$ cat src/hw/rtl/mtt_pkg.sv
// Shared types and constants for the Manhattan trapezoid transform.
// Used by the channel interfaces, the top level, the point placer and the checker.
package mtt_pkg;

	// Field widths
	localparam int SRC_W   = 28;
	localparam int COORD_W = 32;
	localparam int IDX_W   = 3;

	typedef logic signed [SRC_W-1:0]   src_t;
	typedef logic signed [COORD_W-1:0] coord_t;

	// Edge slope codes
	typedef enum logic [1:0] {
		SLOPE_VERT  = 2'd0,
		SLOPE_RIGHT = 2'd1,
		SLOPE_LEFT  = 2'd2,
		SLOPE_BAD   = 2'd3
	} slope_t;

	// Result kinds
	typedef enum logic [1:0] {
		KIND_BOX     = 2'd0,
		KIND_TRAP    = 2'd1,
		KIND_ILLEGAL = 2'd2
	} kind_t;

	// Bit positions inside the orientation register
	localparam int ORIENT_NEG_X = 0;
	localparam int ORIENT_NEG_Y = 1;
	localparam int ORIENT_SWAP  = 2;

	// Configuration register indexes
	localparam logic [IDX_W-1:0] REG_ORIENTATION = 3'd0;
	localparam logic [IDX_W-1:0] REG_OFFSET_X    = 3'd1;
	localparam logic [IDX_W-1:0] REG_OFFSET_Y    = 3'd2;
	localparam logic [IDX_W-1:0] REG_WIN_X_MIN   = 3'd3;
	localparam logic [IDX_W-1:0] REG_WIN_Y_MIN   = 3'd4;
	localparam logic [IDX_W-1:0] REG_WIN_X_MAX   = 3'd5;
	localparam logic [IDX_W-1:0] REG_WIN_Y_MAX   = 3'd6;

	localparam coord_t COORD_MIN = {1'b1, {(COORD_W-1){1'b0}}};
	localparam coord_t COORD_MAX = {1'b0, {(COORD_W-1){1'b1}}};

	// Placement settings handed to each point placer
	typedef struct packed {
		logic [2:0] orient;
		src_t       off_x;
		src_t       off_y;
	} place_cfg_t;

endpackage

$ cat src/hw/rtl/mtt_if.sv
// Valid/ready channel interfaces for shape words and result words.
// Depends on mtt_pkg for the field types.
interface mtt_shape_if;
	import mtt_pkg::*;

	logic   valid;
	logic   ready;
	src_t   left_x;
	src_t   bottom_y;
	src_t   right_x;
	src_t   top_y;
	slope_t left_slope;
	slope_t right_slope;

	modport source (output valid, left_x, bottom_y, right_x, top_y, left_slope, right_slope,
		input ready);
	modport sink (input valid, left_x, bottom_y, right_x, top_y, left_slope, right_slope,
		output ready);
endinterface

interface mtt_result_if;
	import mtt_pkg::*;

	logic   valid;
	logic   ready;
	kind_t  kind;
	coord_t pt0_x;
	coord_t pt0_y;
	coord_t pt1_x;
	coord_t pt1_y;
	coord_t pt2_x;
	coord_t pt2_y;
	coord_t pt3_x;
	coord_t pt3_y;

	modport source (output valid, kind, pt0_x, pt0_y, pt1_x, pt1_y, pt2_x, pt2_y, pt3_x, pt3_y,
		input ready);
	modport sink (input valid, kind, pt0_x, pt0_y, pt1_x, pt1_y, pt2_x, pt2_y, pt3_x, pt3_y,
		output ready);
endinterface

$ cat src/hw/rtl/mtt_place.sv
// Places one point by a Manhattan orientation and an offset.
// Depends on mtt_pkg; instantiated once per corner by the top level.
module mtt_place (
	input  mtt_pkg::place_cfg_t cfg,
	input  mtt_pkg::coord_t     src_x,
	input  mtt_pkg::coord_t     src_y,
	output mtt_pkg::coord_t     dst_x,
	output mtt_pkg::coord_t     dst_y
);
	import mtt_pkg::*;

	coord_t u;
	coord_t v;
	coord_t off_x;
	coord_t off_y;

	// Optional swap of the source axes
	assign u = cfg.orient[ORIENT_SWAP] ? src_y : src_x;
	assign v = cfg.orient[ORIENT_SWAP] ? src_x : src_y;

	assign off_x = {{(COORD_W-SRC_W){cfg.off_x[SRC_W-1]}}, cfg.off_x};
	assign off_y = {{(COORD_W-SRC_W){cfg.off_y[SRC_W-1]}}, cfg.off_y};

	// Negation folds into the offset add as a subtract
	assign dst_x = cfg.orient[ORIENT_NEG_X] ? (off_x - u) : (off_x + u);
	assign dst_y = cfg.orient[ORIENT_NEG_Y] ? (off_y - v) : (off_y + v);

endmodule

$ cat src/hw/rtl/manhattan_trapezoid_transform.sv
// Manhattan trapezoid transform, top level: configuration registers and a
// four-stage pipeline. Depends on mtt_pkg, mtt_if and mtt_place.
//
// The block takes one shape word per clock and returns one result word per shape, in order.
// After its shape is accepted, a result passes through an input register, a stage that
// derives the four source corners from the slopes and the height, a stage that places each
// corner by the orientation and offset, and a result register that forms the clipped box,
// passes the corners on or zeroes an illegal shape. Every stage holds when the result side
// stalls, so throughput is one word per cycle whenever the result port is ready. Configuration
// writes take effect on the next cycle and are meant to be made while no shape is in flight.
module manhattan_trapezoid_transform (
	input  logic                       clk,
	input  logic                       arst_n,
	input  logic                       wr_en,
	input  logic [mtt_pkg::IDX_W-1:0]  wr_index,
	input  logic [mtt_pkg::COORD_W-1:0] wr_data,
	mtt_shape_if.sink                  shape,
	mtt_result_if.source               result
);
	import mtt_pkg::*;

	// Configuration registers
	logic [2:0] orient_q;
	src_t       off_x_q;
	src_t       off_y_q;
	coord_t     win_x_min_q;
	coord_t     win_y_min_q;
	coord_t     win_x_max_q;
	coord_t     win_y_max_q;

	always_ff @(posedge clk or negedge arst_n) begin
		if (!arst_n) begin
			orient_q    <= '0;
			off_x_q     <= '0;
			off_y_q     <= '0;
			win_x_min_q <= COORD_MIN;
			win_y_min_q <= COORD_MIN;
			win_x_max_q <= COORD_MAX;
			win_y_max_q <= COORD_MAX;
		end else if (wr_en) begin
			unique case (wr_index)
				REG_ORIENTATION: orient_q    <= wr_data[2:0];
				REG_OFFSET_X:    off_x_q     <= wr_data[SRC_W-1:0];
				REG_OFFSET_Y:    off_y_q     <= wr_data[SRC_W-1:0];
				REG_WIN_X_MIN:   win_x_min_q <= wr_data;
				REG_WIN_Y_MIN:   win_y_min_q <= wr_data;
				REG_WIN_X_MAX:   win_x_max_q <= wr_data;
				REG_WIN_Y_MAX:   win_y_max_q <= wr_data;
				default: begin
				end
			endcase
		end
	end

	// Stall chain: each stage moves when it is empty or the next one moves
	logic valid_s1, valid_s2, valid_s3, out_valid_q;
	logic adv_2, adv_3, adv_o;

	assign adv_o       = !out_valid_q || result.ready;
	assign adv_3       = !valid_s3 || adv_o;
	assign adv_2       = !valid_s2 || adv_3;
	assign shape.ready = !valid_s1 || adv_2;

	// Stage 1: input register
	src_t   lx_s1, by_s1, rx_s1, ty_s1;
	slope_t ls_s1, rs_s1;

	always_ff @(posedge clk or negedge arst_n) begin
		if (!arst_n) begin
			valid_s1 <= 1'b0;
		end else if (shape.ready) begin
			valid_s1 <= shape.valid;
		end
	end

	always_ff @(posedge clk) begin
		if (shape.valid && shape.ready) begin
			lx_s1 <= shape.left_x;
			by_s1 <= shape.bottom_y;
			rx_s1 <= shape.right_x;
			ty_s1 <= shape.top_y;
			ls_s1 <= shape.left_slope;
			rs_s1 <= shape.right_slope;
		end
	end

	// Source corners from slopes and height
	coord_t lx_w, rx_w, by_w, ty_w, h_w, lh_w, rh_w;
	coord_t x0_w, x1_w, x2_w, x3_w;
	kind_t  kind_w;

	assign lx_w = {{(COORD_W-SRC_W){lx_s1[SRC_W-1]}}, lx_s1};
	assign rx_w = {{(COORD_W-SRC_W){rx_s1[SRC_W-1]}}, rx_s1};
	assign by_w = {{(COORD_W-SRC_W){by_s1[SRC_W-1]}}, by_s1};
	assign ty_w = {{(COORD_W-SRC_W){ty_s1[SRC_W-1]}}, ty_s1};
	assign h_w  = ty_w - by_w;
	assign lh_w = lx_w + h_w;
	assign rh_w = rx_w - h_w;

	always_comb begin
		case (ls_s1)
			SLOPE_VERT: begin
				x0_w = lx_w;
				x3_w = lx_w;
			end
			SLOPE_RIGHT: begin
				x0_w = lx_w;
				x3_w = lh_w;
			end
			default: begin
				x0_w = lh_w;
				x3_w = lx_w;
			end
		endcase
		case (rs_s1)
			SLOPE_VERT: begin
				x1_w = rx_w;
				x2_w = rx_w;
			end
			SLOPE_RIGHT: begin
				x1_w = rh_w;
				x2_w = rx_w;
			end
			default: begin
				x1_w = rx_w;
				x2_w = rh_w;
			end
		endcase
		if (ls_s1 == SLOPE_VERT && rs_s1 == SLOPE_VERT) begin
			kind_w = KIND_BOX;
		end else if (ls_s1 == SLOPE_BAD || rs_s1 == SLOPE_BAD) begin
			kind_w = KIND_ILLEGAL;
		end else begin
			kind_w = KIND_TRAP;
		end
	end

	// Stage 2: source corners
	coord_t x0_s2, x1_s2, x2_s2, x3_s2, by_s2, ty_s2;
	kind_t  kind_s2;

	always_ff @(posedge clk or negedge arst_n) begin
		if (!arst_n) begin
			valid_s2 <= 1'b0;
		end else if (adv_2) begin
			valid_s2 <= valid_s1;
		end
	end

	always_ff @(posedge clk) begin
		if (valid_s1 && adv_2) begin
			x0_s2   <= x0_w;
			x1_s2   <= x1_w;
			x2_s2   <= x2_w;
			x3_s2   <= x3_w;
			by_s2   <= by_w;
			ty_s2   <= ty_w;
			kind_s2 <= kind_w;
		end
	end

	// Place the four corners
	place_cfg_t pcfg;
	coord_t     px_w [4];
	coord_t     py_w [4];

	assign pcfg = '{orient: orient_q, off_x: off_x_q, off_y: off_y_q};

	mtt_place u_place0 (.cfg(pcfg), .src_x(x0_s2), .src_y(by_s2),
		.dst_x(px_w[0]), .dst_y(py_w[0]));
	mtt_place u_place1 (.cfg(pcfg), .src_x(x1_s2), .src_y(by_s2),
		.dst_x(px_w[1]), .dst_y(py_w[1]));
	mtt_place u_place2 (.cfg(pcfg), .src_x(x2_s2), .src_y(ty_s2),
		.dst_x(px_w[2]), .dst_y(py_w[2]));
	mtt_place u_place3 (.cfg(pcfg), .src_x(x3_s2), .src_y(ty_s2),
		.dst_x(px_w[3]), .dst_y(py_w[3]));

	// Stage 3: placed corners
	coord_t px_s3 [4];
	coord_t py_s3 [4];
	kind_t  kind_s3;

	always_ff @(posedge clk or negedge arst_n) begin
		if (!arst_n) begin
			valid_s3 <= 1'b0;
		end else if (adv_3) begin
			valid_s3 <= valid_s2;
		end
	end

	always_ff @(posedge clk) begin
		if (valid_s2 && adv_3) begin
			px_s3   <= px_w;
			py_s3   <= py_w;
			kind_s3 <= kind_s2;
		end
	end

	// Box from corners 0 and 2, clipped to the window; an empty clip passes as is
	coord_t bx_min_w, bx_max_w, by_min_w, by_max_w;
	coord_t cx_min_w, cx_max_w, cy_min_w, cy_max_w;
	coord_t r_w [8];

	always_comb begin
		bx_min_w = (px_s3[0] < px_s3[2]) ? px_s3[0] : px_s3[2];
		bx_max_w = (px_s3[0] < px_s3[2]) ? px_s3[2] : px_s3[0];
		by_min_w = (py_s3[0] < py_s3[2]) ? py_s3[0] : py_s3[2];
		by_max_w = (py_s3[0] < py_s3[2]) ? py_s3[2] : py_s3[0];
		cx_min_w = (bx_min_w < win_x_min_q) ? win_x_min_q : bx_min_w;
		cx_max_w = (bx_max_w > win_x_max_q) ? win_x_max_q : bx_max_w;
		cy_min_w = (by_min_w < win_y_min_q) ? win_y_min_q : by_min_w;
		cy_max_w = (by_max_w > win_y_max_q) ? win_y_max_q : by_max_w;
		case (kind_s3)
			KIND_BOX: begin
				r_w = '{cx_min_w, cy_min_w, cx_max_w, cy_max_w, '0, '0, '0, '0};
			end
			KIND_TRAP: begin
				r_w = '{px_s3[0], py_s3[0], px_s3[1], py_s3[1],
					px_s3[2], py_s3[2], px_s3[3], py_s3[3]};
			end
			default: begin
				r_w = '{'0, '0, '0, '0, '0, '0, '0, '0};
			end
		endcase
	end

	// Result register
	coord_t r_q [8];
	kind_t  kind_q;

	always_ff @(posedge clk or negedge arst_n) begin
		if (!arst_n) begin
			out_valid_q <= 1'b0;
		end else if (adv_o) begin
			out_valid_q <= valid_s3;
		end
	end

	always_ff @(posedge clk) begin
		if (valid_s3 && adv_o) begin
			r_q    <= r_w;
			kind_q <= kind_s3;
		end
	end

	assign result.valid = out_valid_q;
	assign result.kind  = kind_q;
	assign result.pt0_x = r_q[0];
	assign result.pt0_y = r_q[1];
	assign result.pt1_x = r_q[2];
	assign result.pt1_y = r_q[3];
	assign result.pt2_x = r_q[4];
	assign result.pt2_y = r_q[5];
	assign result.pt3_x = r_q[6];
	assign result.pt3_y = r_q[7];

endmodule

$ cat src/flat_wrapper.sv
// flat-port wrapper written by rule: the top's interface ports become plain ports
module manhattan_trapezoid_transform_flat import mtt_pkg::*;
  (clk, arst_n, wr_en, wr_index, wr_data, shape_valid, shape_left_x, shape_bottom_y, shape_right_x, shape_top_y, shape_left_slope, shape_right_slope, shape_ready, result_valid, result_kind, result_pt0_x, result_pt0_y, result_pt1_x, result_pt1_y, result_pt2_x, result_pt2_y, result_pt3_x, result_pt3_y, result_ready);
  mtt_shape_if shape_i ();
  mtt_result_if result_i ();
  input  logic clk;
  input  logic arst_n;
  input  logic wr_en;
  input  logic [mtt_pkg::IDX_W-1:0] wr_index;
  input  logic [mtt_pkg::COORD_W-1:0] wr_data;
  input wire logic [$bits(shape_i.valid)-1:0] shape_valid;
  input wire logic [$bits(shape_i.left_x)-1:0] shape_left_x;
  input wire logic [$bits(shape_i.bottom_y)-1:0] shape_bottom_y;
  input wire logic [$bits(shape_i.right_x)-1:0] shape_right_x;
  input wire logic [$bits(shape_i.top_y)-1:0] shape_top_y;
  input wire logic [$bits(shape_i.left_slope)-1:0] shape_left_slope;
  input wire logic [$bits(shape_i.right_slope)-1:0] shape_right_slope;
  output wire logic [$bits(shape_i.ready)-1:0] shape_ready;
  output wire logic [$bits(result_i.valid)-1:0] result_valid;
  output wire logic [$bits(result_i.kind)-1:0] result_kind;
  output wire logic [$bits(result_i.pt0_x)-1:0] result_pt0_x;
  output wire logic [$bits(result_i.pt0_y)-1:0] result_pt0_y;
  output wire logic [$bits(result_i.pt1_x)-1:0] result_pt1_x;
  output wire logic [$bits(result_i.pt1_y)-1:0] result_pt1_y;
  output wire logic [$bits(result_i.pt2_x)-1:0] result_pt2_x;
  output wire logic [$bits(result_i.pt2_y)-1:0] result_pt2_y;
  output wire logic [$bits(result_i.pt3_x)-1:0] result_pt3_x;
  output wire logic [$bits(result_i.pt3_y)-1:0] result_pt3_y;
  input wire logic [$bits(result_i.ready)-1:0] result_ready;
  assign shape_i.valid = shape_valid;
  assign shape_i.left_x = shape_left_x;
  assign shape_i.bottom_y = shape_bottom_y;
  assign shape_i.right_x = shape_right_x;
  assign shape_i.top_y = shape_top_y;
  assign shape_i.left_slope = shape_left_slope;
  assign shape_i.right_slope = shape_right_slope;
  assign shape_ready = shape_i.ready;
  assign result_valid = result_i.valid;
  assign result_kind = result_i.kind;
  assign result_pt0_x = result_i.pt0_x;
  assign result_pt0_y = result_i.pt0_y;
  assign result_pt1_x = result_i.pt1_x;
  assign result_pt1_y = result_i.pt1_y;
  assign result_pt2_x = result_i.pt2_x;
  assign result_pt2_y = result_i.pt2_y;
  assign result_pt3_x = result_i.pt3_x;
  assign result_pt3_y = result_i.pt3_y;
  assign result_i.ready = result_ready;
  manhattan_trapezoid_transform u_core (.clk(clk), .arst_n(arst_n), .wr_en(wr_en), .wr_index(wr_index), .wr_data(wr_data), .shape(shape_i), .result(result_i));
endmodule
$ cat config.mk
export PLATFORM = sky130hd
export DESIGN_NAME = manhattan_trapezoid_transform_flat
export DESIGN_NICKNAME = d
export VERILOG_FILES = /design/src/hw/rtl/mtt_pkg.sv /design/src/hw/rtl/mtt_if.sv /design/src/hw/rtl/mtt_place.sv /design/src/hw/rtl/manhattan_trapezoid_transform.sv /design/src/flat_wrapper.sv
export SDC_FILE = /design/constraint.sdc
export NUM_CORES = 2
export LEC_CHECK = 0
export BUFFER_PORTS_ARGS = -buffer_cell sky130_fd_sc_hd__buf_4
export CAP_MARGIN = 20
export CORE_UTILIZATION = 44
export CTS_CLUSTER_DIAMETER = 200
export DETAILED_ROUTE_END_ITERATION = 10
export GPL_TIMING_DRIVEN = 0
export PLACE_DENSITY = 0.63
export SETUP_SLACK_MARGIN = 0.1
export SYNTH_ARGS = -nofsm -noshare
export SYNTH_HDL_FRONTEND = slang
export SYNTH_SLANG_ARGS = --single-unit
$ cat constraint.sdc
create_clock -name clk -period 18.1 [get_ports clk]
set_input_delay 1.81 -clock clk [delete_from_list [all_inputs] [get_ports clk]]
set_output_delay 1.81 -clock clk [all_outputs]
set_load 0.02 [all_outputs]
==> metrics.cfg <==
[floorplanning]
initial_core_util = 0.445
io_pins = 416
core_um2 = 152000
die_y_um = 395
rows = 143
die-area_um2 = 156000
die_w_um = 395

[synthesis]
synth_ff_type = edfxtp_1
avgSynthCellArea_um2 = 10.1
synthesis.nets = 7421
synth.area.top_cells = edfxtp_1 36%, ha_1 9.8%, dfrtp_1 4.7%, a21oi_1 4.4%, mux2_2 3.7%
synth.largest_area_cell = edfxtp_1
ys_ff_latch = 1001
async_flop_share = 0.191
yosysTopAreaCellShare = 0.359
synth_area_um2 = 67800
synth_seq_area_share = 0.430
ys.warnings.count = 0
synth_cell_types = 89
synth_edf_count = 810
synthesis.instances = 6724

[timing]
period_needed_ns = 10.12
slew_violations = 0
rsz0062_at_grt = no
timing.final.hold_violations = 0
worst_pin_slew_ns = 1.28
setup_viol = 0
post-route-period-util = 0.559
slew_headroom = 0.145
fmax_mhz = 98.8
fin_setup_tns_ns = 0
finalClockSkew_ns = 0.0614

[final_layout]
drive_gt1_frac = 0.143
fin_nets = 7962
synthToLayoutAreaGrowth_pct = 14.2

[setup_path]
crit_slowest_cell = mux2i_1
crit_fanout = 10
required_ns = 18.58
r2r_slack_ns = 7.98
startpoint_type = flip-flop
cp_common_cell = buf_2
arrival_ns = 10.60
worst_setup_path_end_kind = flip-flop
slowest_delay_ns = 0.69
crit_type = flip-flop to flip-flop

[clock_network]
cts.sinks = 1001
clk_pin_slew_worst_paths_ns = 0.07
cts-root-buf = clkbuf_16
cts_made_buffers = 106
cts_hold_buf = 0
cts.htree.levels = 3
clk_latency_ns = 0.76
cts_tree = yes
ctsLongestPathBuffers = 3
postCtsSetupRepairBufs = 0
post_cts_resized = 0

[power_and_ir_drop]
intPower_mw = 8.41
seqPwrFrac = 0.263
swShare = 0.479
total_leakage_power_nw = 32.2
power_density_nw_per_um2 = 208
combPwrFrac = 0.597
ir_drop_mv = 0.116
power_switching_mw = 7.72
power.share.clock = 0.140
power_mw = 16.1

[detailed_routing]
dr.pass1.iters = 6
drt_iter0_markers = 6119
drcViolationCount = 0
vias = 56351
ant_nets = 0
wl_per_cell_um = 29.7
detail_route.vias_per_cell = 6.00
drt_wl_total_mm = 279

[run_status]
status = complete, no violations

[place]
hpwl_mm = 226
port_buffers = 413
globalplace.congestion = 1.05

[job]
maxCapViolations = 0

[global_route]
grt_pass1_wl_mm = 390
grt_pass1_vias = 53792
antenna_found_initial = 11
grt_overflow_total = 0
track_usage = 0.349
grt_max_degree = 86

[hold_path]
hold_class = flip-flop to flip-flop

[per-layer routing]
layer	vias up	global-route usage	part of all wire
met2	2581	0.518	0.42
li1	25857	-	-
met1	27411	0.488	0.44
met5	-	0	0.000025
met4	2	0.196	0.063
met3	500	0.0498	0.075
[worst paths after layout]
kind | start | end | cells after the start
worst min register to register | u_core.by_s1[6]$_DFFE_PP_ | u_core.by_s2[6]$_DFFE_PP_ | 0
worst min-delay path | u_core.by_s1[6]$_DFFE_PP_ | u_core.by_s2[6]$_DFFE_PP_ | 0
worst max register to register | u_core.orient_q[2]$_DFFE_PN0P_ | u_core.py_s3[63]$_DFFE_PP_ | 29
max in group asynchronous | arst_n | u_core.win_y_min_q[19]$_DFFE_PN0P_ | 2
min in group asynchronous | arst_n | u_core.result.valid$_DFFE_PN0P_ | 1
worst max-delay path | u_core.orient_q[2]$_DFFE_PN0P_ | u_core.py_s3[63]$_DFFE_PP_ | 29
[sequential cells by signal, summed over array words and instances (netlist names), 32 cells and up]
signal	cells
u_core.win_y_min_q	32
u_core.result.pt0_y	32
u_core.result.pt2_x	32
u_core.result.pt1_x	32
u_core.win_x_max_q	32
u_core.result.pt0_x	32
u_core.result.pt2_y	32
u_core.result.pt3_x	32
u_core.px_s3	128
u_core.win_x_min_q	32
u_core.result.pt3_y	32
u_core.result.pt1_y	32
u_core.win_y_max_q	32
u_core.py_s3	128
[final cells by class]
class | instances | area [um^2]
clock inverters | 66 | 795
clock buffers | 131 | 2780
diodes | 6 | 15.0
inverters | 399 | 1500
plain buffers | 267 | 1150
flip-flops and latches | 1001 | 29200
repair buffers | 433 | 3510
well taps | 2030 | 2540
multi-input cells | 5057 | 36000
fillers | 13971 | 74900
[critical path: cells and delay by family (launching register included)]
kind / cells / cell delay, ns
adder cells (fa/ha/maj): 2 / 0.78
multiplexers: 1 / 0.69
AND/OR/NAND/NOR: 4 / 1.19
XOR/XNOR: 2 / 0.65
buffers and inverters: 11 / 3.99
AO/OA/AOI/OAI: 9 / 2.09
flip-flops: 1 / 0.38
[Yosys cell counts (15+ instances only)]
cell and count:
or2_2 15, mux2_2 220, inv_1 397, clkbuf_1 166, and2_1 107, xnor2_1 257, and3_1 55, a2111oi_0 20
a211oi_1 28, ha_1 530, or3_1 41, nor2b_1 118, nand2_1 534, a21boi_0 16, o22ai_1 35, a31oi_1 96
nand3_1 95, buf_1 28, nand4_1 51, xor2_1 269, o21a_1 86, nor2_1 393, a31o_2 16, mux2i_1 188
dfstp_2 64, o21ai_0 335, dfrtp_1 127, o221a_2 31, buf_2 58, o21bai_1 27, a21o_1 218, nand2b_1 52
o31ai_1 37, nor3b_1 39, nor3_1 255, edfxtp_1 810, a221o_1 37, a21oi_1 596, o211ai_1 57
[power by group through the flow]
stage               sequential [mW]  combinational [mW]  clock (mW)
floorplan                      4.15                6.18           0
global placement               4.32                9.29           0
detailed placement             4.25                9.41           0
CTS                            4.21                9.46        2.30
global route                   4.28                10.4        2.38
finish                         4.25                9.63        2.26
[layout by cell type, fill, tap and decap left out, types with 55 or more instances in the layout]
cell / n
o211ai_1: 57
a31oi_1: 96
a21o_1: 218
buf_4: 425
nor3_1: 255
buf_2: 58
edfxtp_1: 810
o21ai_0: 335
dfrtp_1: 127
mux2_2: 220
clkbuf_16: 106
dfstp_2: 64
ha_1: 530
clkbuf_1: 187
o21a_1: 86
mux2i_1: 188
nor2b_1: 117
nand2_1: 534
nor2_1: 393
a21oi_1: 596
nand3_1: 95
and3_1: 55
xnor2_1: 257
and2_1: 104
xor2_1: 269
inv_1: 397
[metrics by stage]
stage	worst slack (ns)	area, um^2	hold slack, ns	utilization	cells
2_1_floorplan	3.93	67800	0.400	-	6724
3_3_place_gp	-0.349	73500	0.433	0.482	9167
3_5_place_dp	8.48	73900	0.435	0.485	9187
4_1_cts	8.40	77500	0.447	0.508	9384
5_1_grt	7.85	77500	0.451	0.508	9384
6_report	7.98	77500	0.445	0.508	9390
[kinds of logic (layout without fill, tap and decap cells)]
kind of cell / Yosys count / after routing / share of synthesized area
AOI/OAI and AO/OA: 1763 / 1763 / 0.166
xor gates and xnor gates: 526 / 526 / 0.0679
adders and majority gates: 541 / 541 / 0.101
buffers and inverters: 666 / 1296 / 0.0390
DFF: 1001 / 1001 / 0.430
muxes: 410 / 410 / 0.0649
other: 0 / 6 / 0
and+or+nand+nor: 1817 / 1817 / 0.131
Power figures use the tool's default switching activity.
